File: config.mk
export PLATFORM = sky130hd
export DESIGN_NAME = rgb_run_length_encoder
export DESIGN_NICKNAME = d
export VERILOG_FILES = /design/src/hdl/rgbrle_pkg.sv /design/src/hdl/rgbrle_front.sv /design/src/hdl/rgbrle_queue.sv /design/src/hdl/rgbrle_back.sv /design/src/hdl/rgb_run_length_encoder.sv
export SDC_FILE = /design/constraint.sdc
export NUM_CORES = 1
export LEC_CHECK = 0
export BUFFER_PORTS_ARGS = -buffer_cell sky130_fd_sc_hd__clkbuf_2
export CORE_MARGIN = 10
export CORE_UTILIZATION = 50
export CTS_CLUSTER_DIAMETER = 200
export DETAILED_ROUTE_END_ITERATION = 10
export PLACE_DENSITY = 0.67
export SLEW_MARGIN = 20
export SYNTH_ARGS = -nofsm -noshare
export SYNTH_HDL_FRONTEND = slang
export SYNTH_HIERARCHICAL = 1
export SYNTH_SLANG_ARGS = --single-unit
File: constraint.sdc
create_clock -name clk -period 12.1 [get_ports clk]
set_input_delay 1.815 -clock clk [delete_from_list [all_inputs] [get_ports clk]]
set_output_delay 1.815 -clock clk [all_outputs]
set_load 0.005 [all_outputs]
File: src/hdl/rgbrle_pkg.sv
`default_nettype none

package rgbrle_pkg;

    localparam int unsigned BYTE_W = 8;
    localparam int unsigned LEN_W  = 8;

    typedef struct packed {
        logic [BYTE_W-1:0] first_byte;
        logic [BYTE_W-1:0] second_byte;
        logic [BYTE_W-1:0] third_byte;
        logic              last_pixel;
    } pixel_t;

    typedef struct packed {
        logic [LEN_W-1:0]  run_length;
        logic [BYTE_W-1:0] run_first_byte;
        logic [BYTE_W-1:0] run_second_byte;
        logic [BYTE_W-1:0] run_third_byte;
        logic              frame_end;
    } record_t;

    // one queue entry per request that closes a run and/or ends the frame
    typedef struct packed {
        logic    has_close;
        record_t close_rec;
        logic    has_final;
        record_t final_rec;
    } cmd_t;

    typedef struct packed {
        logic full;
        logic empty;
    } qstat_t;

endpackage

`default_nettype wire

File: src/hdl/rgbrle_front.sv
`default_nettype none

module rgbrle_front
    import rgbrle_pkg::*;
#(
    parameter int unsigned MAX_RUN = 255
)
(
    input  wire logic   clk,
    input  wire logic   rst_n,
    input  wire pixel_t pixel,
    input  wire logic   accept,
    output logic        push,
    output cmd_t        cmd
);

    localparam logic [LEN_W-1:0] MaxLen = LEN_W'(MAX_RUN);

    logic [BYTE_W-1:0] first_reg,  first_next;
    logic [BYTE_W-1:0] second_reg, second_next;
    logic [BYTE_W-1:0] third_reg,  third_next;
    logic [LEN_W-1:0]  count_reg,  count_next;
    logic              active_reg, active_next;

    logic same;
    logic extend;
    logic close;

    assign same   = (pixel.first_byte == first_reg) && (pixel.second_byte == second_reg)
                 && (pixel.third_byte == third_reg);
    assign extend = active_reg && same && (count_reg < MaxLen);
    assign close  = active_reg && !extend;

    always_comb
    begin
        first_next  = first_reg;
        second_next = second_reg;
        third_next  = third_reg;
        count_next  = count_reg;
        active_next = active_reg;
        if (accept)
        begin
            if (extend)
            begin
                count_next = count_reg + LEN_W'(1);
            end
            else
            begin
                first_next  = pixel.first_byte;
                second_next = pixel.second_byte;
                third_next  = pixel.third_byte;
                count_next  = LEN_W'(1);
                active_next = 1'b1;
            end
            if (pixel.last_pixel)
            begin
                count_next  = '0;
                active_next = 1'b0;
            end
        end
    end

    always_comb
    begin
        push = accept && (close || pixel.last_pixel);

        cmd.has_close                 = close;
        cmd.close_rec.run_length      = count_reg;
        cmd.close_rec.run_first_byte  = first_reg;
        cmd.close_rec.run_second_byte = second_reg;
        cmd.close_rec.run_third_byte  = third_reg;
        cmd.close_rec.frame_end       = 1'b0;

        cmd.has_final                 = pixel.last_pixel;
        cmd.final_rec.run_length      = extend ? (count_reg + LEN_W'(1)) : LEN_W'(1);
        cmd.final_rec.run_first_byte  = extend ? first_reg  : pixel.first_byte;
        cmd.final_rec.run_second_byte = extend ? second_reg : pixel.second_byte;
        cmd.final_rec.run_third_byte  = extend ? third_reg  : pixel.third_byte;
        cmd.final_rec.frame_end       = 1'b1;
    end

    always_ff @(posedge clk or negedge rst_n)
    begin
        if (!rst_n)
        begin
            first_reg  <= '0;
            second_reg <= '0;
            third_reg  <= '0;
            count_reg  <= '0;
            active_reg <= 1'b0;
        end
        else
        begin
            first_reg  <= first_next;
            second_reg <= second_next;
            third_reg  <= third_next;
            count_reg  <= count_next;
            active_reg <= active_next;
        end
    end

endmodule

`default_nettype wire

File: src/hdl/rgbrle_queue.sv
`default_nettype none

module rgbrle_queue
    import rgbrle_pkg::*;
#(
    parameter int unsigned DEPTH = 4
)
(
    input  wire logic clk,
    input  wire logic rst_n,
    input  wire logic push,
    input  wire cmd_t push_cmd,
    input  wire logic pop,
    output cmd_t      head,
    output qstat_t    stat
);

    localparam int unsigned PTR_W = $clog2(DEPTH);
    localparam int unsigned CNT_W = $clog2(DEPTH + 1);
    localparam logic [PTR_W-1:0] LastPtr = PTR_W'(DEPTH - 1);
    localparam logic [CNT_W-1:0] FullCnt = CNT_W'(DEPTH);

    cmd_t             mem [DEPTH];
    logic [PTR_W-1:0] wr_ptr_reg, wr_ptr_next;
    logic [PTR_W-1:0] rd_ptr_reg, rd_ptr_next;
    logic [CNT_W-1:0] cnt_reg,    cnt_next;

    always_comb
    begin
        wr_ptr_next = wr_ptr_reg;
        rd_ptr_next = rd_ptr_reg;
        cnt_next    = cnt_reg;
        if (push)
        begin
            wr_ptr_next = (wr_ptr_reg == LastPtr) ? '0 : wr_ptr_reg + PTR_W'(1);
        end
        if (pop)
        begin
            rd_ptr_next = (rd_ptr_reg == LastPtr) ? '0 : rd_ptr_reg + PTR_W'(1);
        end
        if (push && !pop)
        begin
            cnt_next = cnt_reg + CNT_W'(1);
        end
        else if (pop && !push)
        begin
            cnt_next = cnt_reg - CNT_W'(1);
        end
    end

    assign head       = mem[rd_ptr_reg];
    assign stat.full  = (cnt_reg == FullCnt);
    assign stat.empty = (cnt_reg == '0);

    always_ff @(posedge clk)
    begin
        if (push)
        begin
            mem[wr_ptr_reg] <= push_cmd;
        end
    end

    always_ff @(posedge clk or negedge rst_n)
    begin
        if (!rst_n)
        begin
            wr_ptr_reg <= '0;
            rd_ptr_reg <= '0;
            cnt_reg    <= '0;
        end
        else
        begin
            wr_ptr_reg <= wr_ptr_next;
            rd_ptr_reg <= rd_ptr_next;
            cnt_reg    <= cnt_next;
        end
    end

endmodule

`default_nettype wire

File: src/hdl/rgbrle_back.sv
`default_nettype none

module rgbrle_back
    import rgbrle_pkg::*;
(
    input  wire logic clk,
    input  wire logic rst_n,
    input  wire cmd_t head,
    input  wire logic head_valid,
    output logic      pop,
    output record_t   record,
    output logic      record_valid,
    input  wire logic record_ready
);

    record_t out_reg,   out_next;
    logic    valid_reg, valid_next;
    logic    phase_reg, phase_next;   // close record of head entry already sent

    logic load;
    logic send_close;

    assign load       = !valid_reg || record_ready;
    assign send_close = head.has_close && !phase_reg;

    always_comb
    begin
        out_next   = out_reg;
        valid_next = valid_reg;
        phase_next = phase_reg;
        pop        = 1'b0;
        if (load)
        begin
            valid_next = head_valid;
            if (head_valid)
            begin
                out_next = send_close ? head.close_rec : head.final_rec;
                if (send_close && head.has_final)
                begin
                    phase_next = 1'b1;
                end
                else
                begin
                    phase_next = 1'b0;
                    pop        = 1'b1;
                end
            end
        end
    end

    assign record       = out_reg;
    assign record_valid = valid_reg;

    always_ff @(posedge clk)
    begin
        out_reg <= out_next;
    end

    always_ff @(posedge clk or negedge rst_n)
    begin
        if (!rst_n)
        begin
            valid_reg <= 1'b0;
            phase_reg <= 1'b0;
        end
        else
        begin
            valid_reg <= valid_next;
            phase_reg <= phase_next;
        end
    end

endmodule

`default_nettype wire

File: src/hdl/rgb_run_length_encoder.sv
// RGB run-length encoder.
// Pixel channel (pixel, pixel_valid, pixel_ready): one 24-bit pixel per request,
// last_pixel marks the end of a frame. Record channel (record, record_valid,
// record_ready): run length 1..MAX_RUN, the run pixel bytes, frame_end on the
// last record of a frame.
// A pixel that matches the open run and finds it below MAX_RUN gives nothing;
// a different pixel or a full run closes the run into one record. A last pixel
// adds the final record, so one pixel can give two records.
// Throughput: one pixel per cycle while pixel_ready is high; the record port moves
// one record per cycle while record_ready is high, so a pixel that gives two records
// occupies the record port for both in turn. Path: a record passes from the command
// queue into the output register; a second record from the same pixel follows it.
// When the receiver stalls, commands collect in the QUEUE_DEPTH-entry queue;
// pixel_ready drops only when the queue is full.
// Reset: no run is open, queue and output register are empty, pixel_ready is
// high right after reset.
`default_nettype none

module rgb_run_length_encoder
    import rgbrle_pkg::*;
#(
    parameter int unsigned MAX_RUN     = 255,
    parameter int unsigned QUEUE_DEPTH = 4
)
(
    input  wire logic   clk,
    input  wire logic   rst_n,
    input  wire pixel_t pixel,
    input  wire logic   pixel_valid,
    output logic        pixel_ready,
    output record_t     record,
    output logic        record_valid,
    input  wire logic   record_ready
);

    logic   accept;
    logic   push;
    cmd_t   push_cmd;
    logic   pop;
    cmd_t   head;
    qstat_t stat;

    assign pixel_ready = !stat.full;
    assign accept      = pixel_valid && pixel_ready;

    rgbrle_front #(
        .MAX_RUN (MAX_RUN)
    ) u_front (
        .clk    (clk),
        .rst_n  (rst_n),
        .pixel  (pixel),
        .accept (accept),
        .push   (push),
        .cmd    (push_cmd)
    );

    rgbrle_queue #(
        .DEPTH (QUEUE_DEPTH)
    ) u_queue (
        .clk      (clk),
        .rst_n    (rst_n),
        .push     (push),
        .push_cmd (push_cmd),
        .pop      (pop),
        .head     (head),
        .stat     (stat)
    );

    rgbrle_back u_back (
        .clk          (clk),
        .rst_n        (rst_n),
        .head         (head),
        .head_valid   (!stat.empty),
        .pop          (pop),
        .record       (record),
        .record_valid (record_valid),
        .record_ready (record_ready)
    );

endmodule

`default_nettype wire

==> reports/summary.txt <==
DP Wirelength - 14,600 um
DIE HEIGHT - 186 um
Worst-Skew Late Latency - 0.52 ns
Largest Register - u_queue/mem
worst r2r src - u_front/count_reg[1]
Final Hold Viols - 0
initial antenna violation count - 1
wire per inst - 21.9 um
RSZ-0062 raised after global routing - false
f_max - 0.218 GHz
TNS Setup - 0 ns
cell leakage power - 5.47 nW
Setup violations, final - 0
Post-synth EDFFs - 305
worst clock skew - 0.0185 ns
dpl cells - 1,107
Worst Path Arrival - 4.72 ns
die width - 186 um
Clock Tree Root - clkbuf_16
worst hold-check path type - flip-flop to flip-flop
Synth Net Count - 785
Synth cell types - 41
post-DR vias/cell - 5.56
PD cells - 251 nW/um2
Worst Hold Launch - u_queue/cnt_reg[2]
fillers - 1,979
gpl congestion - 0.754
CTS Buf Count - 37
Initial Utilization - 0.511
setup repair bufs after CTS - 0
Synth Flop Type - edfxtp_1
Net count, final - 842
I/O Pins - 64
Clock transition at path regs - 0.06 ns
CTS Hold Bufs - 0
max reg flops - 272
post-synthesis cell count - 748
required time of the critical path - 12.24 ns
syn avg cell area - 18.5 um2
Remaining DRCs - 0
Yosys top cell area share - 0.663
CP Launch Point - pixel[16]
number of global-route vias before repair - 7,052
Synth Register Bits - 347
commonest cells in the netlist - 305 x edfxtp_1, 104 x nand2_1, 68 x mux4_2
ant diodes - 0
fin area - 15,500 um2
max-slew violations - 0
Synth Warn # - 6
drt initial violations - 448
CP Launch Type - input port
aggregate global-route resource usage - 0.153
most numerous cell in the Yosys netlist - edfxtp_1
Site Rows - 60
CORE AREA - 27,000 um2
largest net degree at the start of global routing - 69
Area growth, synth to finish - 12.3%
Mapped Area - 13,800 um2
sequential area share after synthesis - 0.740
fin crit period - 4.58 ns
H-tree Lvls - 2
Synth area leader - edfxtp_1
antenna-violating nets left - 0
WL final - 25,700 um
max-cap violations - 0
GRT overflow - 0
register area - 10,200 um2
final worst-path cycle share - 0.379
Finished Layout Cells - 1,175
Crit Path Max Fanout - 49
placed cell area - 14,200 um2
CTS max path bufs - 3
Slew HR - 0.267
area of the multi-input gates - 3120 um2
layout cells sized above 1 - 0.278
ys async rst share - 0.121
outcome - complete, no violations
CP Capture Type - flip-flop
worst IR drop on VDD - 0.133 mV
first-pass GRT wire length - 40,200 um
Least-Margin Pin Slew - 1.10 ns
clk sinks - 347
PostCTS Resize Cnt - 0
port bufs - 63
CTS tree - done
hold_ws - 0.501 ns
Die Footprint - 34,700 um2
ranking of synthesized cells by area - edfxtp_1 66%, mux4_2 11%, dfrtp_1 7.6%
drt first pass iters - 4
vias after detailed routing - 6,534
Crit Path Class - input port to flip-flop
==> per-stage QoR <==
step	total power [mW]	setup WS, ns	utilization
2_1_floorplan	2.53	7.28	-
3_3_place_gp	2.75	7.07	0.526
3_5_place_dp	2.79	6.97	0.526
4_1_cts	3.95	7.51	0.573
5_1_grt	4.09	7.26	0.573
6_report	3.89	7.52	0.573
==> area by class of cell <==
| cell class | count | share of cell area |
|---|---|---|
| Sequential cell | 347 | 0.659 |
| Multi-Input combinational cell | 328 | 0.202 |
| Clock buffer | 49 | 0.0673 |
| Tap cell | 341 | 0.0275 |
| Timing Repair Buffer | 74 | 0.0259 |
| Clock inverter | 19 | 0.0144 |
| Inverter | 17 | 0.00412 |
==> routing by layer <==
metal / track usage / vias to the layer above / routed length (um)
li1: - / 2947 / -
met1: 0.196 / 3392 / 10800
met2: 0.258 / 155 / 13100
met3: 0.0314 / 38 / 1390
met4: 0.0432 / 2 / 461
met5: 0 / - / 17
==> cell families after synthesis <==
| kind of cell | Yosys count | share of synthesized area |
|---|---|---|
| simple gates | 172 | 0.0554 |
| xor+xnor | 28 | 0.0178 |
| fa+ha+maj | 8 | 0.00779 |
| buf+inv | 73 | 0.0345 |
| mux | 95 | 0.133 |
| flops | 347 | 0.740 |
| compound gates | 23 | 0.0114 |
| other cells | 2 | 0.000544 |
==> critical path, cell delays in order <==
cell and delay (ns):
clkbuf_2 0.15, xor2_1 0.32, nor3_1 0.12, and4b_1 0.30, a31oi_1 0.38, o21a_1 0.31
and2_2 0.56, buf_4 0.73
==> cells in the final DEF, fill, tap and decap left out, types with 8 or more instances in the layout <==
cell       netlist  layout
edfxtp_1       305     305
clkbuf_2         0      63
inv_1           17      17
o21ai_0          8       8
nor2_1          24      24
dfrtp_1         42      40
buf_4           11      10
mux2_2          26      26
mux4_2          68      68
clkbuf_16        0      39
xor2_1          13      13
xnor2_1         15      15
nand2_1        104     104
==> worst paths after layout <==
kind,cells after the start,slack [ns],to
max in group asynchronous,2,10.20,u_queue/rd_ptr_reg[0]
setup / recovery,8,7.52,u_queue/mem[1][20]
hold reg to reg,1,0.50,u_queue/cnt_reg[2]
hold / removal,1,0.50,u_queue/cnt_reg[2]
setup reg to reg,8,7.89,u_queue/mem[1][20]
min in group asynchronous,2,1.41,u_back/record_valid
==> report_power, final <==
| part | internal (mW) | leakage, nW | switching [mW] |
|---|---|---|---|
| registers | 1.66 | 3.33 | 0.138 |
| clock network | 0.715 | 0.619 | 0.438 |
| logic | 0.418 | 1.52 | 0.524 |
| total | 2.79 | 5.47 | 1.10 |
Power figures use the tool's default switching activity.
